$ cat src/hw/rtl/nll_pkg.sv
// Package for the numeric literal lexer: state codes, token kinds, character classes.
`timescale 1ns / 1ps
`default_nettype none
package nll_pkg;

  // Recognizer states, one-hot.
  typedef enum logic [18:0] {
    ST_NULL         = 19'h00001,
    ST_ZERO         = 19'h00002,
    ST_DEC          = 19'h00004,
    ST_DEC_SEP      = 19'h00008,
    ST_BIN_INC      = 19'h00010,
    ST_BIN          = 19'h00020,
    ST_BIN_SEP      = 19'h00040,
    ST_HEX_INC      = 19'h00080,
    ST_HEX          = 19'h00100,
    ST_HEX_SEP      = 19'h00200,
    ST_FRAC_INC     = 19'h00400,
    ST_WHOLE_FLT    = 19'h00800,
    ST_FLT          = 19'h01000,
    ST_FLT_SEP      = 19'h02000,
    ST_EXP_INC      = 19'h04000,
    ST_EXP_SIGN_INC = 19'h08000,
    ST_EXP          = 19'h10000,
    ST_EXP_SEP      = 19'h20000,
    ST_INVALID      = 19'h40000
  } st_t;

  typedef enum logic [1:0] {
    KIND_INT   = 2'd0,
    KIND_FLOAT = 2'd1,
    KIND_BAD   = 2'd2,
    KIND_RANGE = 2'd3
  } kind_t;

  // Token produced by the recognizer in the cycle an item is stepped.
  typedef struct packed {
    logic        emit;
    kind_t       kind;
    logic [31:0] value;
    logic        two31;
  } tok_t;

  localparam int unsigned AccW = 33;
  localparam logic [AccW-1:0] DEC_LIMIT = 33'h0_8000_0000;
  localparam logic [AccW-1:0] SAT_VALUE = 33'h1_0000_0000;

  localparam logic [7:0] CH_ZERO   = 8'h30;
  localparam logic [7:0] CH_ONE    = 8'h31;
  localparam logic [7:0] CH_NINE   = 8'h39;
  localparam logic [7:0] CH_DOT    = 8'h2e;
  localparam logic [7:0] CH_USCORE = 8'h5f;
  localparam logic [7:0] CH_PLUS   = 8'h2b;
  localparam logic [7:0] CH_MINUS  = 8'h2d;
  localparam logic [7:0] CH_UA     = 8'h41;
  localparam logic [7:0] CH_UF     = 8'h46;
  localparam logic [7:0] CH_UZ     = 8'h5a;
  localparam logic [7:0] CH_LA     = 8'h61;
  localparam logic [7:0] CH_LB     = 8'h62;
  localparam logic [7:0] CH_LE     = 8'h65;
  localparam logic [7:0] CH_LF     = 8'h66;
  localparam logic [7:0] CH_LX     = 8'h78;
  localparam logic [7:0] CH_LZ     = 8'h7a;

  function automatic logic is_dig(input logic [7:0] c);
    return (c >= CH_ZERO) && (c <= CH_NINE);
  endfunction

  function automatic logic is_upper(input logic [7:0] c);
    return (c >= CH_UA) && (c <= CH_UZ);
  endfunction

  function automatic logic is_alp(input logic [7:0] c);
    return ((c >= CH_LA) && (c <= CH_LZ)) || is_upper(c);
  endfunction

  function automatic logic is_hex(input logic [7:0] c);
    return is_dig(c) || ((c >= CH_LA) && (c <= CH_LF)) || ((c >= CH_UA) && (c <= CH_UF));
  endfunction

  function automatic logic is_bin(input logic [7:0] c);
    return (c == CH_ZERO) || (c == CH_ONE);
  endfunction

  function automatic logic [7:0] low_case(input logic [7:0] c);
    return is_upper(c) ? (c | 8'h20) : c;
  endfunction

  // Digit weight of a decimal or hex digit character.
  function automatic logic [3:0] digit_val(input logic [7:0] c);
    logic [7:0] t;
    t = is_dig(c) ? (c - CH_ZERO) : (low_case(c) - CH_LA + 8'd10);
    return t[3:0];
  endfunction

endpackage
`default_nettype wire

$ cat src/hw/rtl/nll_fsm.sv
// Recognizer state machine and integer accumulator for the numeric literal lexer.
`timescale 1ns / 1ps
`default_nettype none
module nll_fsm (
  input  logic           clk,
  input  logic           rst_n,
  input  logic           step,
  input  logic [7:0]     ch,
  input  logic [7:0]     la,
  output nll_pkg::tok_t  tok
);
  import nll_pkg::*;

  st_t             state_r, state_nxt;
  logic [AccW-1:0] acc_r, acc_nxt;
  logic            ovf_r, ovf_nxt;

  st_t             n;
  logic            fin;
  logic            dd;
  logic [7:0]      lc;
  logic [3:0]      dv;
  logic [AccW+4:0] scaled;
  logic [AccW+4:0] sum;
  logic            acc_dec, acc_bin, acc_hex;
  logic            int_s, dec_s, too_big;

  always_comb begin
    n   = state_r;
    fin = 1'b0;
    lc  = low_case(ch);
    dd  = (la == CH_DOT);
    unique case (state_r)
      ST_NULL: begin
        if (ch == CH_ZERO) n = ST_ZERO;
        else if (ch == CH_DOT) n = ST_FRAC_INC;
        else if (is_dig(ch)) n = ST_DEC;
        else n = ST_INVALID;
      end
      ST_ZERO: begin
        if (lc == CH_LX) n = ST_HEX_INC;
        else if (lc == CH_LB) n = ST_BIN_INC;
        else if (ch == CH_DOT) begin
          if (dd) fin = 1'b1;
          else n = ST_FLT;
        end
        else if (lc == CH_LE) n = ST_EXP_INC;
        else if (is_dig(ch)) n = ST_DEC;
        else if (is_alp(ch)) n = ST_INVALID;
        else fin = 1'b1;
      end
      ST_DEC: begin
        if (ch == CH_DOT) begin
          if (dd) fin = 1'b1;
          else n = ST_WHOLE_FLT;
        end
        else if (lc == CH_LE) n = ST_EXP_INC;
        else if (is_alp(ch)) n = ST_INVALID;
        else if (ch == CH_USCORE) n = ST_DEC_SEP;
        else if (!is_dig(ch)) fin = 1'b1;
      end
      ST_DEC_SEP: n = is_dig(ch) ? ST_DEC : ST_INVALID;
      ST_BIN_INC, ST_BIN_SEP: n = is_bin(ch) ? ST_BIN : ST_INVALID;
      ST_BIN: begin
        if (!is_bin(ch)) begin
          if (is_alp(ch) || is_dig(ch)) n = ST_INVALID;
          else if (ch == CH_USCORE) n = ST_BIN_SEP;
          else if (ch == CH_DOT) begin
            if (dd) fin = 1'b1;
            else n = ST_INVALID;
          end
          else fin = 1'b1;
        end
      end
      ST_HEX_INC, ST_HEX_SEP: n = is_hex(ch) ? ST_HEX : ST_INVALID;
      ST_HEX: begin
        if (!is_hex(ch)) begin
          if (is_alp(ch)) n = ST_INVALID;
          else if (ch == CH_USCORE) n = ST_HEX_SEP;
          else if (ch == CH_DOT) begin
            if (dd) fin = 1'b1;
            else n = ST_INVALID;
          end
          else fin = 1'b1;
        end
      end
      ST_FRAC_INC, ST_FLT_SEP: n = is_dig(ch) ? ST_FLT : ST_INVALID;
      ST_EXP_SIGN_INC, ST_EXP_SEP: n = is_dig(ch) ? ST_EXP : ST_INVALID;
      ST_WHOLE_FLT, ST_FLT: begin
        if (lc == CH_LE) n = ST_EXP_INC;
        else if (is_alp(ch)) n = ST_INVALID;
        else if (ch == CH_USCORE) n = (state_r == ST_FLT) ? ST_FLT_SEP : ST_INVALID;
        else if (ch == CH_DOT) begin
          if (dd) fin = 1'b1;
          else n = ST_INVALID;
        end
        else if (is_dig(ch)) n = ST_FLT;
        else fin = 1'b1;
      end
      ST_EXP_INC: begin
        if ((ch == CH_PLUS) || (ch == CH_MINUS)) n = ST_EXP_SIGN_INC;
        else if (is_dig(ch)) n = ST_EXP;
        else n = ST_INVALID;
      end
      ST_EXP: begin
        if (is_alp(ch)) n = ST_INVALID;
        else if (ch == CH_USCORE) n = ST_EXP_SEP;
        else if (ch == CH_DOT) begin
          if (dd) fin = 1'b1;
          else n = ST_INVALID;
        end
        else if (!is_dig(ch)) fin = 1'b1;
      end
      default: n = ST_INVALID;
    endcase
  end

  // Accumulate one digit: value * base + digit, saturating at 2^32.
  always_comb begin
    acc_dec = (n == ST_DEC);
    acc_bin = (n == ST_BIN);
    acc_hex = (n == ST_HEX);
    dv      = digit_val(ch);
    if (acc_dec) scaled = {2'b0, acc_r, 3'b0} + {4'b0, acc_r, 1'b0};
    else if (acc_bin) scaled = {4'b0, acc_r, 1'b0};
    else scaled = {1'b0, acc_r, 4'b0};
    sum = scaled + {{(AccW+1){1'b0}}, dv};
    ovf_nxt = ovf_r;
    acc_nxt = acc_r;
    if (acc_dec || acc_bin || acc_hex) begin
      if (sum[AccW+4:AccW-1] != '0) begin
        ovf_nxt = 1'b1;
        acc_nxt = SAT_VALUE;
      end else begin
        acc_nxt = sum[AccW-1:0];
      end
    end
  end

  // Token for a literal that ends or turns invalid in this step.
  always_comb begin
    int_s   = (state_r == ST_ZERO) || (state_r == ST_DEC) ||
              (state_r == ST_BIN) || (state_r == ST_HEX);
    dec_s   = (state_r == ST_ZERO) || (state_r == ST_DEC);
    too_big = ovf_r || (dec_s ? (acc_r > DEC_LIMIT) : acc_r[AccW-1]);
    tok.emit  = fin || (n == ST_INVALID);
    tok.kind  = KIND_BAD;
    tok.value = '0;
    tok.two31 = 1'b0;
    if (fin) begin
      if (!int_s) begin
        tok.kind = KIND_FLOAT;
      end else if (too_big) begin
        tok.kind = KIND_RANGE;
      end else begin
        tok.kind  = KIND_INT;
        tok.value = acc_r[31:0];
        tok.two31 = dec_s && (acc_r == DEC_LIMIT);
      end
    end
    state_nxt = tok.emit ? ST_NULL : n;
  end

  always_ff @(posedge clk) begin
    if (!rst_n) begin
      state_r <= ST_NULL;
      acc_r   <= '0;
      ovf_r   <= 1'b0;
    end else if (step) begin
      state_r <= state_nxt;
      acc_r   <= tok.emit ? '0 : acc_nxt;
      ovf_r   <= tok.emit ? 1'b0 : ovf_nxt;
    end
  end

endmodule
`default_nettype wire

$ cat src/hw/rtl/numeric_literal_lexer_unit.sv
// Top level of the numeric literal lexer: input register, recognizer, result register.
`timescale 1ns / 1ps
`default_nettype none
// Channel   Direction  Handshake             Item fields
// in_       in         in_valid / in_stall   in_char_in[7:0], in_lookahead_char[7:0]
// out_      out        out_valid / out_stall out_token_kind[1:0], out_int_value[31:0],
//                                            out_is_two_pow_31, out_char_consumed
//
// One item is accepted per clock while in_stall is low. After its acceptance an item sits in the
// input register until the recognizer steps on it, and a token it produces is loaded into
// the result register at that step: out_valid rises in the cycle after the recognizer steps
// on the closing item.
// rst_n is synchronous and returns the recognizer to its start state with an empty
// output. A stall on out_ holds the result register and, only if the input register
// is also full, raises in_stall; items that end no literal still need the output free.
module numeric_literal_lexer_unit (
  input  logic        clk,
  input  logic        rst_n,
  input  logic        in_valid,
  output logic        in_stall,
  input  logic [7:0]  in_char_in,
  input  logic [7:0]  in_lookahead_char,
  output logic        out_valid,
  input  logic        out_stall,
  output logic [1:0]  out_token_kind,
  output logic [31:0] out_int_value,
  output logic        out_is_two_pow_31,
  output logic        out_char_consumed
);
  import nll_pkg::*;

  logic        in_vld_r, in_vld_nxt;
  logic [7:0]  char_r;
  logic [7:0]  la_r;
  logic        out_vld_r, out_vld_nxt;
  kind_t       kind_r;
  logic [31:0] value_r;
  logic        two31_r;

  logic        go;
  logic        step;
  tok_t        tok;

  // The result slot can take a new token when it is empty or being drained.
  assign go       = !out_vld_r || !out_stall;
  assign step     = in_vld_r && go;
  assign in_stall = in_vld_r && !go;

  nll_fsm u_fsm (
    .clk   (clk),
    .rst_n (rst_n),
    .step  (step),
    .ch    (char_r),
    .la    (la_r),
    .tok   (tok)
  );

  always_comb begin
    in_vld_nxt = in_vld_r;
    if (!in_stall) in_vld_nxt = in_valid;
    out_vld_nxt = out_vld_r;
    if (step) out_vld_nxt = tok.emit;
    else if (!out_stall) out_vld_nxt = 1'b0;
  end

  always_ff @(posedge clk) begin
    if (!rst_n) begin
      in_vld_r  <= 1'b0;
      out_vld_r <= 1'b0;
    end else begin
      in_vld_r  <= in_vld_nxt;
      out_vld_r <= out_vld_nxt;
    end
  end

  always_ff @(posedge clk) begin
    if (in_valid && !in_stall) begin
      char_r <= in_char_in;
      la_r   <= in_lookahead_char;
    end
    if (step && tok.emit) begin
      kind_r  <= tok.kind;
      value_r <= tok.value;
      two31_r <= tok.two31;
    end
  end

  assign out_valid         = out_vld_r;
  assign out_token_kind    = kind_r;
  assign out_int_value     = value_r;
  assign out_is_two_pow_31 = two31_r;
  // A token is only produced by the character that ends the literal, which stays
  // in the stream.
  assign out_char_consumed = 1'b0;

endmodule
`default_nettype wire
$ cat config.mk
export PLATFORM = sky130hd
export DESIGN_NAME = numeric_literal_lexer_unit
export DESIGN_NICKNAME = d
export VERILOG_FILES = /design/src/hw/rtl/nll_pkg.sv /design/src/hw/rtl/nll_fsm.sv /design/src/hw/rtl/numeric_literal_lexer_unit.sv
export SDC_FILE = /design/constraint.sdc
export NUM_CORES = 1
export LEC_CHECK = 0
export ABC_CLOCK_PERIOD_IN_PS = 6300
export CAP_MARGIN = 20
export CORE_UTILIZATION = 60
export DETAILED_ROUTE_END_ITERATION = 8
export DONT_BUFFER_PORTS = 1
export PLACE_DENSITY = 0.86
export REMOVE_ABC_BUFFERS = 1
export SLEW_MARGIN = 20
export SYNTH_ARGS = -nofsm -noshare
export SYNTH_HDL_FRONTEND = slang
export SYNTH_SLANG_ARGS = --single-unit
export TNS_END_PERCENT = 10
$ cat constraint.sdc
create_clock -name clk -period 6.3 [get_ports clk]
set_input_delay 1.89 -clock clk [delete_from_list [all_inputs] [get_ports clk]]
set_output_delay 1.89 -clock clk [all_outputs]
set_load 0.01 [all_outputs]
; Word level (Yosys, flattened, before mapping)
; Cells that the tools add are included.
; W data, S select, Z words.
[word_totals]
input_bits = 20
latchBits = 0
n_memories = 0
rom_bits = 0
reg_bits = 106
mem_bits_rw = 0
[classes]
n_addsub = 5
multipliers = 0
muxes = 76
n_lt_le_gt_ge = 9
shifts = 0
reduce_logical = 39
eq_ne = 34
n_div = 0
bitwise = 2
[op_table]
columns = operator, n
row1 = $mux W19, 37
row2 = $pmux W19 S13, 1
row3 = $mux W33, 3
row4 = $eq A8 B6 Y1 const B, 6
row5 = $add A38 B4 Y38, 1
row6 = $eq A19 B3 Y1 const B, 2
row7 = $eq A19 B6 Y1 const B, 2
row8 = $eq A19 B9 Y1 const B, 2
row9 = $mux W38, 1
row10 = $add A36 B34 Y37, 1
row11 = $mux W37, 1
row12 = $eq A33 B32 Y1 const B, 1
row13 = $gt A33 B32 Y1 const B, 1
row14 = $eq A8 B7 Y1 const B, 4
row15 = $le A8 B7 Y1 const B, 4
row16 = $mux W1, 28
row17 = $eq A19 B1 Y1 const B, 1
row18 = $eq A19 B10 Y1 const B, 1
row19 = $eq A19 B11 Y1 const B, 1
row20 = $eq A19 B12 Y1 const B, 1
row21 = $eq A19 B13 Y1 const B, 1
row22 = $eq A19 B14 Y1 const B, 1
row23 = $eq A19 B15 Y1 const B, 1
row24 = $eq A19 B16 Y1 const B, 1
row25 = other kinds (28), 62

; Longest topological paths before layout
[logic_depth]
depth_word = 18
depth_mapped = 28
mapped_depth_nobuf = 25

; Modules after synthesis
; From an unflattened synthesis, not the netlist that was laid out.
[hier_totals]
hier_cells = 1183
area_unflattened_um2 = 9439.1
[modules_own_cells]
columns = module, cells_each, instances, area_each_um2
row1 = nll_fsm, 1120, 1, 7805.0
row2 = numeric_literal_lexer_unit, 63, 1, 1634.1

; Least setup slack after synthesis
; No wires, ideal clock.
[synth_timing]
path_type = reg2reg
startpoint = register char_r[1]
endpoint = register u_fsm.acc_r[24]
period_less_slack_ps = 6213
path_buffers = 4
setup_ps = 67
required_time_ps = 6233
setup_slack_ps = 87
stages_incl_launch_ff = 25
t_arrival_ps = 6145
path_cell_list = edfxtp_1 clkbuf_1 inv_1 ha_1 or4b_4 o31ai_4 o32ai_4 a2111oi_4 a21oi_2 a21oi_2 buf_4 clkbuf_1 a22o_1 ha_1 a21oi_1 or3_1 or4_1 o21bai_1 o32ai_1 or3_4 nor3_2 a31oi_1 or4b_4 buf_6 o21ai_2
[synth_via]
elab_chain_len = 18
elab_cells_between_ends = 104
classes_between = add/sub (4) / order compare (8) / eq/ne (13) / mux (62) / reduce/logical (17)
[synth_lines]
columns = item, line_no
row1 = "start, declared", numeric_literal_lexer_unit.sv:33  ; logic [7:0] char_r;
row2 = "start signal, assigned", numeric_literal_lexer_unit.sv:78  ; char_r <= in_char_in;
row3 = branches (longest 18 deep; another with $ge A8 B7 Y1), -
row4 = "end signal, assigned", nll_fsm.sv:171  ; acc_r <= tok.emit ? '0 : acc_nxt;
row5 = "end, declared", nll_fsm.sv:15  ; logic [AccW-1:0] acc_r, acc_nxt;
; Several ways; the timed one is not identified. The select of a mux whose other input is x is not followed.
; A chain may end at the register's enable or synchronous reset.

; Final worst setup path
[layout_timing]
startpoint = register char_r[7]
endpoint = register u_fsm.acc_r[9]
; Same word-level chain as after synthesis.

==> impl_summary.log <==
[metrics] Root Driver: clkbuf_16
[metrics] non-filler instance count after layout: 1529
[metrics] synth-to-layout area growth: 6.106%
[metrics] Final Max Slew Viols: 0
[metrics] Filler cells: 1509
[metrics] Iteration-0 DRC Markers: 1397
[metrics] Tcrit/Tclk final: 0.9619
[metrics] TritonCTS Buffers: 9
[metrics] setup-violating endpoint count in the final report: 0
[metrics] Leak: 4.096 nW
[metrics] Crit Reg-Reg Endpoint: u_fsm.acc_r[9]
[metrics] number of antenna diodes: 0
[metrics] top fanout value on the critical path: 21
[metrics] register area share after synthesis: 0.2504
[metrics] Tightest Pin Transition: 1.035 ns
[metrics] cell type with the highest aggregate area in the netlist: edfxtp_1
[metrics] DRC violation count after routing: 0
[metrics] routed length per placed instance: 21.44 µm
[metrics] vias: 10679
[metrics] mean cell area of the mapped netlist: 7.933 µm²
[metrics] Synth top area share: 0.1457
[metrics] GRT met3 Usage: 0.04460
[metrics] maximum ir drop on the vdd rail: 0.1335 mV
[metrics] insertion delay to the later sink of the worst-skew pair: 0.36 ns
[metrics] met1 track demand over resource in global routing: 0.4602
[metrics] source of the worst register-to-register timing path: char_r[7]
[metrics] startpoint class of the critical path: register
[metrics] Worst Hold Slack: 0.4845 ns
[metrics] total power divided by cell area: 126.9 nW/µm²
[metrics] buffer depth of the longest clock path: 2
[metrics] TritonRoute pass-1 iters: 6
[metrics] number of antenna violations at the first check in global routing: 1
[metrics] TritonCTS clock tree: done
[metrics] Crit. End Element: register
[metrics] I/O Buffers: 0
[metrics] hold endpoint: u_fsm.ovf_r
[metrics] required time of the critical path: 6.59 ns
[metrics] commonest non-fill, non-tap cell in the layout: nand2_1
[metrics] kind of critical path: reg2reg
[metrics] Die Area: 18050 µm²
[metrics] post-synthesis sequential element count: 106
[metrics] Std-Cell Core Area: 17180 µm²
[metrics] total gr overflow: 0
[metrics] Fin Clk Skew: 0.009575 ns
[metrics] Cells on Worst Hold Path: 2
[metrics] share of flip-flops with an asynchronous set or reset after synthesis: 0
[metrics] DIE HEIGHT: 134.4 µm
[metrics] detail-routed via count per cell: 6.984
[metrics] worst reg-to-reg path cell count: 22
[metrics] TritonCTS sink count: 106
[metrics] share of layout cells above drive strength 1: 0.1296
[metrics] WL final: 32.78 mm
[metrics] first-pass GRT wire length: 51.65 mm
[metrics] largest cells by area after synthesis: edfxtp_1 15%, dfxtp_1 10%, nand2_1 6.1%
[metrics] Die X: 134.4 µm
[metrics] library cells used by synthesis: 109
[metrics] Site Rows: 48
[metrics] number of instances in the synthesized netlist: 1325
[metrics] starting density of the core: 0.6120
[metrics] total number of yosys warnings: 0
[metrics] H-tree depth reported by CTS: 3
[metrics] clock slew at the register clock pins of the worst setup and hold paths: 0.07 ns
[metrics] largest net degree at the start of global routing: 38
[metrics] layer with the highest usage after global routing: met2
[metrics] reg-to-reg setup timing slack: 0.24 ns
[metrics] M2 GR Usage: 0.6048
[metrics] number of placed cells counting well taps: 1506
[metrics] outcome: complete, no violations
[metrics] gpl congestion: 1.004
[metrics] startpoint of the tightest hold check path: u_fsm.ovf_r
[metrics] half-perimeter wire length after detailed placement: 24.54 mm
[metrics] max-cap check violation count: 0
[metrics] top library cells by usage in the layout, fill and taps aside: 171 x nand2_1, 84 x nor2_1, 82 x a21oi_1
[metrics] maximum achievable frequency: 165.0 MHz
[metrics] vias in the first global route: 9651
[metrics] Post-Syn Area: 10510 µm²
[metrics] post-layout min period: 6.060 ns
[metrics] number of hold violations in the final report: 0
[metrics] net count of the finished layout: 1359
[metrics] core occupancy in the finished layout: 0.6493
[metrics] IO Count: 58
[metrics] post-detailed-route count of antenna-violating nets: 0
[metrics] top_reg_cell synth: dfxtp_1
[metrics] worst hold path type: reg2reg
[metrics] endpoint arrival time on the critical path: 6.35 ns
[metrics] tightest slew margin relative to the limit: 0.3071
[metrics] number of enable-type register cells in the synthesized netlist: 51
[metrics] aggregate global-route resource usage: 0.3606
cell type report:
class                      instances  area [µm²]  share of cell area
clock buffer                      10       229.0             0.02053
clock inverter                     6       67.56            0.006058
inverter                          25       93.84            0.008414
multi-input combinational       1106        7453              0.6683
sequential                       106        2633              0.2360
tap                              225       281.5             0.02524
timing repair buffer              51       395.4             0.03545
layer usage:
layer	vias up	share of wire
li1	4923	-
met3	126	0.079
met1	5005	0.40
met4	0	0.047
met2	625	0.47
met5	-	0
state kept, by name, summed over array words and instances (netlist names):
signal and count:
out_is_two_pow_31 1, out_int_value 32, char_r 8, la_r 8
u_fsm.ovf_r 1, u_fsm.state_r 19, in_vld_r 1, out_valid 1
out_token_kind 2, u_fsm.acc_r 33
cell families after synthesis:
logic type	synth area share
buffers and inverters	0.04595
other	0.0003568
adders and majority gates	0.04904
AOI/OAI and AO/OA	0.2525
and+or+nand+nor	0.3025
DFF	0.2504
xor gates and xnor gates	0.05499
muxes	0.04428
through the flow:
stage / TNS (ns) / total power [mW] / setup slack, ns / area [µm²]
after floorplan: -0.7971 / 0.8287 / -0.04938 / 10120
after global placement: 0 / 0.8610 / 0.3014 / 10780
after detailed placement: 0 / 0.8618 / 0.1307 / 10780
after CTS: 0 / 1.409 / 0.1002 / 11070
after global routing: -0.02133 / 1.448 / -0.01225 / 11150
final: 0 / 1.415 / 0.2403 / 11150
synthesized netlist by cell type, types with 25 or more instances:
cell type    n
nand3_1     60
edfxtp_1    51
nor3_1      36
nand2_1    171
nor2_1      84
dfxtp_1     55
o21ai_2     30
nand4_1     26
xor2_1      26
mux2i_1     36
xnor2_1     40
and3_1      59
o21ai_0     69
ha_1        38
a21oi_1     83
clkbuf_1    61
inv_1       25
repair_timing:
item,4_1_cts,5_1_grt
gates resized for setup,0,7
buffers inserted,0,7
hold buffers,0,0
setup endpoints to repair,0,34
worst max-delay path by stage:
stage,from,end,cells past startpoint
2_1_floorplan,char_r[1],u_fsm.acc_r[9],22
3_3_place_gp,char_r[0],u_fsm.acc_r[9],26
3_5_place_dp,char_r[0],u_fsm.acc_r[9],26
4_1_cts,char_r[0],u_fsm.acc_r[9],26
5_1_grt,char_r[0],u_fsm.acc_r[9],26
6_report,char_r[7],u_fsm.acc_r[9],22
worst max-delay path, stage by stage, from the launching register on:
cell and delay, ns:
edfxtp_1 0.51, nand4b_2 0.36, o32a_1 0.46, o32ai_4 0.34, buf_4 0.24, o22ai_1 0.11
a211oi_2 0.32, a21o_1 0.18, nand2_1 0.10, and2_1 0.20, ha_1 0.29, a21o_1 0.11
a21oi_1 0.09, or3_1 0.37, or4_1 0.42, o21bai_1 0.18, o32ai_1 0.15, or3_4 0.37
nor3_2 0.11, a31oi_1 0.12, or4b_4 0.58, buf_12 0.19, o21ai_0 0.16
power by group:
part | switching, mW | internal, mW | total (mW)
registers | 0.0166 | 0.739 | 0.755
logic | 0.0642 | 0.0324 | 0.0966
clock network | 0.282 | 0.281 | 0.563
total | 0.363 | 1.05 | 1.41
Note: power is estimated with default switching activity, not from simulation.
